===== config.mk =====
export PLATFORM = sky130hd
export DESIGN_NAME = grid_local_maximum_finder_top
export DESIGN_NICKNAME = d
export VERILOG_FILES = /design/src/design/lgmf_pkg.sv /design/src/design/grid_local_maximum_finder_top.sv /design/src/design/lgmf_front.sv /design/src/design/lgmf_job_fifo.sv /design/src/design/lgmf_back.sv
export SDC_FILE = /design/constraint.sdc
export NUM_CORES = 2
export LEC_CHECK = 0
export ABC_AREA = 1
export BUFFER_PORTS_ARGS = -buffer_cell sky130_fd_sc_hd__buf_2
export CAP_MARGIN = 20
export CORE_MARGIN = 8
export CORE_UTILIZATION = 62
export CTS_BUF_LIST = sky130_fd_sc_hd__clkbuf_8
export DETAILED_ROUTE_END_ITERATION = 8
export PLACE_DENSITY = 0.76
export SLEW_MARGIN = 20
export SYNTH_ARGS = -nofsm -noshare
export SYNTH_HDL_FRONTEND = slang
export SYNTH_SLANG_ARGS = --single-unit

===== constraint.sdc =====
create_clock -name clk -period 13.6 [get_ports clk]
set_input_delay 2.72 -clock clk [delete_from_list [all_inputs] [get_ports clk]]
set_output_delay 2.72 -clock clk [all_outputs]
set_load 0.02 [all_outputs]

===== src/design/lgmf_pkg.sv =====
// ============================================================================
// lgmf_pkg
// Shared constants and types for the grid local maximum finder: grid limits,
// configuration register codes, line buffer entry and the job record that
// passes from the front end to the result sequencer.
// ============================================================================
package lgmf_pkg;

    // grid limits and field widths
    localparam int MAX_COLS   = 32;
    localparam int MAX_ROWS   = 1024;
    localparam int PIXEL_BITS = 16;
    localparam int COL_BITS   = 5;
    localparam int ROW_BITS   = 10;
    localparam int NCOLS_BITS = 6;
    localparam int NROWS_BITS = 11;

    // configuration port
    localparam int CFG_IDX_BITS  = 2;
    localparam int CFG_DATA_BITS = 11;
    localparam logic [CFG_IDX_BITS-1:0] REG_NUM_ROWS = 2'd0;
    localparam logic [CFG_IDX_BITS-1:0] REG_NUM_COLS = 2'd1;
    localparam logic [NROWS_BITS-1:0]   NUM_ROWS_RESET = 11'd16;
    localparam logic [NCOLS_BITS-1:0]   NUM_COLS_RESET = 6'd16;

    // job queue between front end and result sequencer
    localparam int JOB_DEPTH    = 4;
    localparam int JOB_PTR_BITS = 2;

    // hit flags of one job, in report order
    localparam int HIT_COUNT = 3;
    localparam int HIT_ABOVE = 0;  // cell one row up, same column
    localparam int HIT_LEFT  = 1;  // cell one column left on the last row
    localparam int HIT_SELF  = 2;  // the incoming cell itself, last of the grid

    typedef logic signed [PIXEL_BITS-1:0] pixel_t;

    // one column of the line buffer: previous row and the row before it
    typedef struct packed {
        pixel_t up;
        pixel_t upup;
    } line_entry_t;

    typedef struct packed {
        logic [ROW_BITS-1:0]  row;
        logic [COL_BITS-1:0]  col;
        logic [HIT_COUNT-1:0] hits;
    } job_t;

endpackage


===== src/design/grid_local_maximum_finder_top.sv =====
// ============================================================================
// grid_local_maximum_finder_top
// Streaming 4-neighbor local maximum finder over a configurable grid fed in
// row-major order; reports peak row/column row-major, last two rows interleaved.
// ============================================================================
//
//  channel   handshake               payload
//  -------   ---------------------   ----------------------------------
//  input     push / full             pixel (16b signed)
//  result    empty / pop             peak_row (10b), peak_col (5b), last_of_run
//  config    write_en                write_index (2b), write_data (11b)
//
//  One pixel is taken per cycle while the job queue is not full; the front
//  end decides up to three cells per pixel from its line buffer window in
//  that same cycle. The result sequencer sends one beat per cycle while
//  pop keeps up, so a pixel with several peaks holds it for a beat per
//  peak; a 4-entry job queue absorbs such bursts. A peak goes through the
//  job queue into the result output register, from which it is popped.
//  Reset clears counters and queues at once; there is no clearing pass.
//  A write to num_rows or num_cols restarts the grid at row 0, column 0.
//
module grid_local_maximum_finder_top
    import lgmf_pkg::*;
(
    input  logic                     clk,
    input  logic                     rst_n,
    input  logic                     push,
    output logic                     full,
    input  pixel_t                   pixel,
    output logic                     empty,
    input  logic                     pop,
    output logic [ROW_BITS-1:0]      peak_row,
    output logic [COL_BITS-1:0]      peak_col,
    output logic                     last_of_run,
    input  logic                     write_en,
    input  logic [CFG_IDX_BITS-1:0]  write_index,
    input  logic [CFG_DATA_BITS-1:0] write_data
);

    logic job_push;
    job_t job;
    job_t head_job;
    logic job_valid;
    logic job_pop;
    logic fifo_full;

    // pixel intake and classification
    lgmf_front u_front (
        .clk         (clk),
        .rst_n       (rst_n),
        .push        (push),
        .pixel       (pixel),
        .write_en    (write_en),
        .write_index (write_index),
        .write_data  (write_data),
        .job_full    (fifo_full),
        .job_push    (job_push),
        .job         (job)
    );

    // job queue
    lgmf_job_fifo u_fifo (
        .clk       (clk),
        .rst_n     (rst_n),
        .wr_en     (job_push),
        .wr_job    (job),
        .rd_en     (job_pop),
        .rd_job    (head_job),
        .job_valid (job_valid),
        .fifo_full (fifo_full)
    );

    // result beats
    lgmf_back u_back (
        .clk         (clk),
        .rst_n       (rst_n),
        .head_job    (head_job),
        .job_valid   (job_valid),
        .job_pop     (job_pop),
        .pop         (pop),
        .empty       (empty),
        .peak_row    (peak_row),
        .peak_col    (peak_col),
        .last_of_run (last_of_run)
    );

    assign full = fifo_full;

`ifndef SYNTHESIS
    // a job never enters a full queue
    a_no_push_when_full: assert property (@(posedge clk) disable iff (!rst_n)
        job_push |-> !fifo_full)
        else $error("job pushed into full queue");

    // only pixels that decided a peak make a job
    a_job_has_hit: assert property (@(posedge clk) disable iff (!rst_n)
        job_push |-> (job.hits != '0))
        else $error("job pushed without hits");

    // a run that is not finished keeps a beat on the result ports
    a_run_continues: assert property (@(posedge clk) disable iff (!rst_n)
        (pop && !empty && !last_of_run) |=> !empty)
        else $error("result run broken before its last beat");
`endif

endmodule


===== src/design/lgmf_front.sv =====
// ============================================================================
// lgmf_front
// Front end: configuration registers, grid position counters, line buffer
// with prefetch window, and the neighbor compares that classify each pixel
// into a job of up to three decided cells.
// ============================================================================
module lgmf_front
    import lgmf_pkg::*;
(
    input  logic                     clk,
    input  logic                     rst_n,
    input  logic                     push,
    input  pixel_t                   pixel,
    input  logic                     write_en,
    input  logic [CFG_IDX_BITS-1:0]  write_index,
    input  logic [CFG_DATA_BITS-1:0] write_data,
    input  logic                     job_full,
    output logic                     job_push,
    output job_t                     job
);

    logic [NROWS_BITS-1:0] num_rows_reg;
    logic [NCOLS_BITS-1:0] num_cols_reg;
    logic [ROW_BITS-1:0]   row_count_reg;
    logic [COL_BITS-1:0]   col_count_reg;

    // line buffer, one entry per column
    line_entry_t line_mem [MAX_COLS];

    // window around the current column
    line_entry_t ahead_reg;   // column c
    line_entry_t ahead2_reg;  // column c+1, wrapping
    pixel_t      up_left_reg;
    pixel_t      prev_pixel_reg;
    pixel_t      prev_prev_reg;

    logic [NROWS_BITS-1:0] rows_eff;
    logic [NCOLS_BITS-1:0] cols_eff;
    logic [NCOLS_BITS-1:0] sum2;
    logic [NCOLS_BITS-1:0] fetch2_wide;
    logic [COL_BITS-1:0]   fetch2_col;
    logic                  accept;
    logic                  last_row;
    logic                  last_col;
    logic                  bypass2;
    line_entry_t           wr_entry;
    pixel_t                up_v;
    pixel_t                upup_v;
    pixel_t                right_v;
    pixel_t                left_v;
    pixel_t                left2_v;
    pixel_t                ul_v;
    logic [HIT_COUNT-1:0]  hits;

    assign accept = push && !job_full;

    // clamp grid size into range
    always_comb
    begin
        if (num_rows_reg == '0)
            rows_eff = NROWS_BITS'(1);
        else if (num_rows_reg > NROWS_BITS'(MAX_ROWS))
            rows_eff = NROWS_BITS'(MAX_ROWS);
        else
            rows_eff = num_rows_reg;

        if (num_cols_reg == '0)
            cols_eff = NCOLS_BITS'(1);
        else if (num_cols_reg > NCOLS_BITS'(MAX_COLS))
            cols_eff = NCOLS_BITS'(MAX_COLS);
        else
            cols_eff = num_cols_reg;
    end

    assign last_row = (NROWS_BITS'(row_count_reg) + NROWS_BITS'(1)) == rows_eff;
    assign last_col = (NCOLS_BITS'(col_count_reg) + NCOLS_BITS'(1)) == cols_eff;

    // column two ahead, modulo the row width
    assign sum2 = NCOLS_BITS'(col_count_reg) + NCOLS_BITS'(2);
    always_comb
    begin
        if (cols_eff == NCOLS_BITS'(1))
            fetch2_wide = '0;
        else if (sum2 >= cols_eff)
            fetch2_wide = sum2 - cols_eff;
        else
            fetch2_wide = sum2;
    end
    assign fetch2_col = fetch2_wide[COL_BITS-1:0];
    assign bypass2    = (fetch2_col == col_count_reg);

    assign wr_entry = '{up: pixel, upup: ahead_reg.up};

    // neighbor compares
    always_comb
    begin
        up_v    = ahead_reg.up;
        upup_v  = ahead_reg.upup;
        right_v = ahead2_reg.up;
        left_v  = prev_pixel_reg;
        left2_v = prev_prev_reg;
        ul_v    = up_left_reg;

        hits[HIT_ABOVE] = (row_count_reg != '0)
                       && ((row_count_reg < ROW_BITS'(2)) || (up_v >= upup_v))
                       && ((col_count_reg == '0) || (up_v >= ul_v))
                       && (last_col || (up_v >= right_v))
                       && (up_v >= pixel);

        hits[HIT_LEFT] = last_row && (col_count_reg != '0)
                      && ((row_count_reg == '0) || (left_v >= ul_v))
                      && ((col_count_reg < COL_BITS'(2)) || (left_v >= left2_v))
                      && (left_v >= pixel);

        hits[HIT_SELF] = last_row && last_col
                      && ((row_count_reg == '0) || (pixel >= up_v))
                      && ((col_count_reg == '0) || (pixel >= left_v));
    end

    assign job_push = accept && (hits != '0);
    assign job      = '{row: row_count_reg, col: col_count_reg, hits: hits};

    // configuration and grid position
    always_ff @(posedge clk or negedge rst_n)
    begin
        if (!rst_n)
        begin
            num_rows_reg  <= NUM_ROWS_RESET;
            num_cols_reg  <= NUM_COLS_RESET;
            row_count_reg <= '0;
            col_count_reg <= '0;
        end
        else if (write_en)
        begin
            unique case (write_index)
                REG_NUM_ROWS: num_rows_reg <= write_data;
                REG_NUM_COLS: num_cols_reg <= write_data[NCOLS_BITS-1:0];
                default:      ;
            endcase
            if (write_index == REG_NUM_ROWS || write_index == REG_NUM_COLS)
            begin
                row_count_reg <= '0;
                col_count_reg <= '0;
            end
        end
        else if (accept)
        begin
            if (last_col)
            begin
                col_count_reg <= '0;
                row_count_reg <= last_row ? '0 : row_count_reg + 1'b1;
            end
            else
            begin
                col_count_reg <= col_count_reg + 1'b1;
            end
        end
    end

    // line buffer write and window prefetch
    always_ff @(posedge clk)
    begin
        if (accept)
        begin
            line_mem[col_count_reg] <= wr_entry;
            ahead2_reg  <= bypass2 ? wr_entry : line_mem[fetch2_col];
            ahead_reg   <= (cols_eff == NCOLS_BITS'(1)) ? wr_entry : ahead2_reg;
            up_left_reg <= ahead_reg.up;
            if (last_col)
            begin
                prev_pixel_reg <= '0;
                prev_prev_reg  <= '0;
            end
            else
            begin
                prev_pixel_reg <= pixel;
                prev_prev_reg  <= prev_pixel_reg;
            end
        end
    end

endmodule


===== src/design/lgmf_job_fifo.sv =====
// ============================================================================
// lgmf_job_fifo
// Short job queue between the front end and the result sequencer, so either
// side can stall without holding up the other.
// ============================================================================
module lgmf_job_fifo
    import lgmf_pkg::*;
(
    input  logic clk,
    input  logic rst_n,
    input  logic wr_en,
    input  job_t wr_job,
    input  logic rd_en,
    output job_t rd_job,
    output logic job_valid,
    output logic fifo_full
);

    job_t                  slot_mem [JOB_DEPTH];
    logic [JOB_PTR_BITS-1:0] wr_ptr_reg;
    logic [JOB_PTR_BITS-1:0] rd_ptr_reg;
    logic [JOB_PTR_BITS:0]   count_reg;
    logic                    do_wr;
    logic                    do_rd;

    assign fifo_full = (count_reg == (JOB_PTR_BITS+1)'(JOB_DEPTH));
    assign job_valid = (count_reg != '0);
    assign do_wr     = wr_en && !fifo_full;
    assign do_rd     = rd_en && job_valid;
    assign rd_job    = slot_mem[rd_ptr_reg];

    // pointers and fill level
    always_ff @(posedge clk or negedge rst_n)
    begin
        if (!rst_n)
        begin
            wr_ptr_reg <= '0;
            rd_ptr_reg <= '0;
            count_reg  <= '0;
        end
        else
        begin
            if (do_wr)
                wr_ptr_reg <= wr_ptr_reg + 1'b1;
            if (do_rd)
                rd_ptr_reg <= rd_ptr_reg + 1'b1;
            if (do_wr && !do_rd)
                count_reg <= count_reg + 1'b1;
            else if (do_rd && !do_wr)
                count_reg <= count_reg - 1'b1;
        end
    end

    // slot storage
    always_ff @(posedge clk)
    begin
        if (do_wr)
            slot_mem[wr_ptr_reg] <= wr_job;
    end

endmodule


===== src/design/lgmf_back.sv =====
// ============================================================================
// lgmf_back
// Result sequencer: walks the hit flags of the head job in report order and
// loads one result beat per cycle into the output register while it is free.
// ============================================================================
module lgmf_back
    import lgmf_pkg::*;
(
    input  logic                clk,
    input  logic                rst_n,
    input  job_t                head_job,
    input  logic                job_valid,
    output logic                job_pop,
    input  logic                pop,
    output logic                empty,
    output logic [ROW_BITS-1:0] peak_row,
    output logic [COL_BITS-1:0] peak_col,
    output logic                last_of_run
);

    logic                 out_valid_reg;
    logic [HIT_COUNT-1:0] done_reg;
    logic [ROW_BITS-1:0]  peak_row_reg;
    logic [COL_BITS-1:0]  peak_col_reg;
    logic                 last_reg;

    logic [HIT_COUNT-1:0] remaining;
    logic [HIT_COUNT-1:0] pick;
    logic                 pick_last;
    logic                 load;

    // lowest hit still to report
    assign remaining = head_job.hits & ~done_reg;
    assign pick      = remaining & (~remaining + 1'b1);
    assign pick_last = (remaining & ~pick) == '0;

    assign load    = job_valid && (!out_valid_reg || pop);
    assign job_pop = load && pick_last;

    // output beat control
    always_ff @(posedge clk or negedge rst_n)
    begin
        if (!rst_n)
        begin
            out_valid_reg <= 1'b0;
            done_reg      <= '0;
        end
        else if (load)
        begin
            out_valid_reg <= 1'b1;
            done_reg      <= pick_last ? '0 : (done_reg | pick);
        end
        else if (pop)
        begin
            out_valid_reg <= 1'b0;
        end
    end

    // output beat payload
    always_ff @(posedge clk)
    begin
        if (load)
        begin
            peak_row_reg <= pick[HIT_ABOVE] ? head_job.row - 1'b1 : head_job.row;
            peak_col_reg <= pick[HIT_LEFT]  ? head_job.col - 1'b1 : head_job.col;
            last_reg     <= pick_last;
        end
    end

    assign empty       = !out_valid_reg;
    assign peak_row    = peak_row_reg;
    assign peak_col    = peak_col_reg;
    assign last_of_run = last_reg;

endmodule

======== After elaboration in Yosys (flattened, before gate mapping) ========
Memory sizes are Yosys's and may differ from the RTL's. A register that Yosys moved wholly into a read port is not among the register bits.
Index checks and enable logic that the tools add are counted.
storage, ports and cells
  bits in registers ....................... 139
  RAM bits ................................ 1096
  bits of input ports ..................... 34
  output and inout bits ................... 18
  memories ................................ 2
memory list
  memory            words  bits a word  rd ports  clocked after Yosys merged registers in  wr ports  RTL line             RTL
  u_front.line_mem  32     32           1         1                                        1         lgmf_front.sv:28     line_entry_t line_mem [MAX_COLS];
  u_fifo.slot_mem   4      18           1         0                                        1         lgmf_job_fifo.sv:19  job_t slot_mem [JOB_DEPTH];
operators by class
  add/subtract/negate cells ............... 13
  $lt $le $gt $ge ......................... 14
  equality and inequality tests ........... 6
  muxes and demuxes ....................... 27
  bitwise logic cells ..................... 7
  reduce and logical (&&, ||, !) cells .... 50
operators by type and width
  cell                   number
  $ge 16x16->1           9
  $mux 10                6
  $mux 5                 7
  $mux 32                1
  $mux 11                2
  $logic_and 1x1->1      19
  $mux 6                 2
  $add 10x1->11 const B  1
  $eq 11x11->1           1
  $gt 11x11->1 const B   1
  $logic_not 11->1       1
  $add 10x1->10 const B  1
  $logic_not 10->1       1
  $lt 10x2->1 const B    1
  $reduce_bool 10->1     1
  $sub 10x1->10 const B  1
  $and 3x3->3            3
  $logic_or 1x1->1       9
  $mux 3                 3
  $not 3->3              3
  $reduce_bool 2->1      4
  $add 3x1->3 const B    2
  $add 5x1->6 const B    1
  $add 5x2->6 const B    1
  24 further kinds       36

======== Depth between registers and ports, before layout ========
  depth after elaboration ................. 15
  mapped depth ............................ 25
  mapped depth without buffers ............ 25

======== Hierarchy ========
From an unflattened synthesis, not the netlist that was laid out.
second synthesis, totals
  cell total of the unflattened synthesis .. 5630
  area total of the unflattened synthesis .. 59278.1 um^2
by module, submodules not included
  module         times used  cells each  area an instance (um^2)
  lgmf_front     1           5233        54852.6
  lgmf_job_fifo  1           270         3333.2
  lgmf_back      1           127         1092.3

======== Least setup slack after synthesis ========
No wires, ideal clock.
  path kind ............................... input -> register
  from .................................... input port push
  to ...................................... memory u_front.line_mem[10][0] (netlist bit) (enable)
  data arrival time ....................... 6768 ps
  data required time ...................... 13189 ps
  setup slack ............................. 6421 ps
  cell stages on the path ................. 4
  buffers on the path ..................... 0
  path through ............................ o21ai_0 > clkinv_1 > nand2_1 > nor2_1
on the way
  cells in the longest elaborated chain, start to end .. 3
RTL lines
  element                       RTL line                             RTL
  from (decl)                   grid_local_maximum_finder_top.sv:27  input logic push,
  $logic_and 1x1->1             lgmf_front.sv:55                     assign accept = push && !job_full;
  via u_front.accept            lgmf_front.sv:42                     logic accept;
  $mux 1                        lgmf_front.sv:163                    if (accept)
  $mux 1 (implied by the code)  lgmf_front.sv:165                    line_mem[col_count_reg] <= wr_entry;
  to (decl)                     lgmf_front.sv:28
The timed path passes the listed nets, and every way through them passes these cells.

======== Final worst setup path ========
  from .................................... register u_front.col_count_reg[2]
  to ...................................... register u_front.right_v[8] (netlist name)
on the way
  cells in the longest elaborated chain, start to end .. 4
  elaborated cells on any way between the ends .. 5
  classes of those cells .................. add/sub (2); order compare (1); mux (2)
RTL lines
  element                                           RTL line                            RTL
  from (decl)                                       lgmf_front.sv:25                    logic [COL_BITS-1:0] col_count_reg;
  from (signal assigned)                            lgmf_front.sv:155                   col_count_reg <= col_count_reg + 1'b1;
  $add 5x2->6 *                                     lgmf_front.sv:79                    assign sum2 = NCOLS_BITS'(col_count_reg) + NCOLS_BITS'(2);
  $sub 5x5->5 / $ge 6x6->1 (equally long branches)  lgmf_front.sv:85, lgmf_front.sv:84
  $mux 5 *                                          lgmf_front.sv:84                    else if (sum2 >= cols_eff)
  $mux 5 *                                          lgmf_front.sv:82                    if (cols_eff == NCOLS_BITS'(1))
Every way passes the cells marked *; elsewhere a longest branch is shown, timed or not.
A chain may end at the register's enable or synchronous reset.

==> out/metrics.yaml <==
r2r_start: "u_front.col_count_reg[2]"
cp-start-kind: "flop"
cts.clk_slew.worst_paths_ns: 0.07
netlist_area_sq_um: 58100
worst_pin_slew_ns: 1.21
nNetsFinal: 5517
via_per_inst: 6.00
ys_seq_elements: 1267
yosys_warnings: 0
reg2reg_slack_ns: 6.48
crit_path_max_fanout: 127
rsz0062_at_grt: "false"
mostFrequentLayoutCells: "edfxtp_1 (1224), nand3_1 (901), nand2_1 (871), inv_1 (643), nor2_1 (393)"
grt_pass1_wl_um: 234000
grt_usage_pct: 29.5
synth_nets: 5467
ctsResizeCount: 0
multi_input_area_sq_um: 16900
final_common_cell: "edfxtp_1"
largest_register_ffs: 1024
drtIter0Drc: 5327
globalRouteOverflowTotal: 0
reg_top3: "u_front.line_mem: 1024 flops, u_fifo.slot_mem: 72 flops"
numPortBuffers: 51
wire_per_inst_um: 22.9
clock_path_buffers: 3
first_pass_iters: 6
cts_buffers: 198
status: "finished, final reports clean"
power_density_nw_per_um2: 220
leakagePower_nw: 24.9
grt_max_degree: 189
fill_cells: 6800
max-cap-violations: 0
maxSlewHeadroom_pct: 19.5
ir_drop_mv: 0.473
drv_slew: 0
final.setup.tns_ns: 0
cts-htree-levels: 4
synthArstFlopShare_pct: 3.39
fin_crit_ns: 7.12
fin_hold_ws_ns: 0.498
crit_path_end_kind: "flop"
avgSynthCellArea_sq_um: 11.0
crit_arrival_ns: 7.70
die_w_um: 322
cp-endpoint: "u_front.right_v[8]"
crit_path_start: "u_front.col_count_reg[2]"
die_h_um: 322
ys.flop_type: "edfxtp_1"
wl_um: 155000
rows: 112
period_share_pct: 52.4
min_path_type: "reg2reg"
crit_type: "reg2reg"
num_vias: 40600
worst_skew_pair.late_latency_ns: 0.87
setup_viol: 0
cts_hold_buf: 0
synth_cells: 5298
worst_clock_skew_ns: 0.0499
globalplace.congestion: 0.918
clock-root-buffer: "clkbuf_8"
synthToLayoutAreaGrowth_pct: 8.97
cts_tree: "built"
synth_edf_count: 1224
start_util_pct: 62.5
hold_violations: 0
io_pins: 52
cts_setup_buffers: 0
antenna_left: 0
antenna_found_initial: 6
final_layout_size_suffix_gt1_share_pct: 9.32
coreArea_sq_um: 93000
worstReg2RegEnd: "u_front.right_v[8]"
synth_seq_area_share_pct: 65.1
ys_types: 49
fmax_mhz: 140
clock_sinks: 1267
die_area_sq_um: 104000
dp_hpwl_um: 82500
grt_pass1_vias: 39100
ff_latch_area_sq_um: 37800
regMostFlops: "u_front.line_mem"
drc: 0
rr_worst_depth: 16
cp.required_ns: 14.17
layer usage:
layer	vias up	part of all wire, %	routed length (um)	GRT usage [%]
met5	-	0	0	0
li1	18400	-	-	-
met4	0	3.8	5960	12.2
met2	2298	46	71900	46.7
met3	360	11	16800	6.02
met1	19500	39	60100	40.3
area by class of cell:
type                            count  area share, %
Sequential cell                  1267           59.7
Multi-Input combinational cell   3137           26.7
Clock buffer                      211           4.59
Inverter                          604           3.60
Tap cell                         1254           2.48
Timing Repair Buffer              140           1.54
Clock inverter                    148           1.30
Antenna cell                        3         0.0119
through the flow:
step | instances | area, sq um | power, W | util [%] | worst slack [ns]
2_1_floorplan | 5298 | 58100 | 0.00909 | - | 6.42
3_3_place_gp | 6402 | 59600 | 0.0108 | 64.0 | 6.71
3_5_place_dp | 6402 | 59600 | 0.0109 | 64.0 | 6.70
4_1_cts | 6761 | 63300 | 0.0139 | 68.0 | 6.64
5_1_grt | 6763 | 63300 | 0.0147 | 68.1 | 6.19
6_report | 6764 | 63300 | 0.0139 | 68.1 | 6.48
how the worst min path moves through the flow:
| stage | from | end | depth (start not counted) |
|---|---|---|---|
| finish | u_back.done_reg[2] | u_back.done_reg[2] | 1 |
| global route | u_back.done_reg[2] | u_back.done_reg[2] | 1 |
| global placement | u_back.done_reg[2] | u_back.done_reg[2] | 1 |
| floorplan | u_back.done_reg[2] | u_back.done_reg[2] | 1 |
| detailed placement | u_back.done_reg[2] | u_back.done_reg[2] | 1 |
| CTS | u_back.done_reg[2] | u_back.done_reg[2] | 1 |
critical path, stage by stage, from the launching register on:
cell	delay (ns)
dfrtp_1	0.63
clkinv_1	0.35
ha_1	0.39
ha_1	0.37
nand2_1	0.10
nor2_1	0.04
nand2_1	0.13
nand4_1	0.22
nand2_8	0.74
nand2_8	0.64
inv_2	0.90
o22ai_2	0.17
nor2_4	0.14
buf_4	0.46
nand3_2	1.01
nand3_1	0.40
nand2_1	0.08
report_power, final:
group          leakage (nW)  total, W  switching, W  internal, W
Combinational          11.1   0.00596       0.00427      0.00169
Clock                  2.12   0.00303       0.00149      0.00153
Sequential             11.7   0.00496      0.000128      0.00483
Total                  24.9    0.0139       0.00589      0.00806
cell families after synthesis:
family | synth area share [%]
simple gates | 22.8
mux | 0.209
fa+ha+maj | 2.93
flops | 65.1
compound gates | 2.41
buf+inv | 6.26
xor+xnor | 0.332
synthesized netlist by cell type (7+ instances only):
cell / number / area (sq um)
edfxtp_1: 1224 / 36800
nand3_1: 903 / 4520
nand2_1: 872 / 3270
inv_1: 592 / 2220
nor2_1: 425 / 1600
nand3b_1: 358 / 2690
buf_2: 196 / 981
ha_1: 133 / 1660
o21ai_0: 90 / 450
or2_0: 71 / 444
a21oi_1: 68 / 340
clkbuf_1: 66 / 248
nand4_1: 47 / 294
dfrtp_1: 41 / 1030
or2_2: 33 / 206
o211ai_1: 25 / 188
buf_1: 20 / 75.1
xor2_1: 15 / 131
a32o_1: 13 / 130
o22ai_1: 10 / 62.6
mux2_2: 9 / 101
nor3_1: 9 / 45.0
inv_2: 8 / 30.0
xnor2_1: 7 / 61.3
No activity file was read; power rests on OpenSTA's default activity.
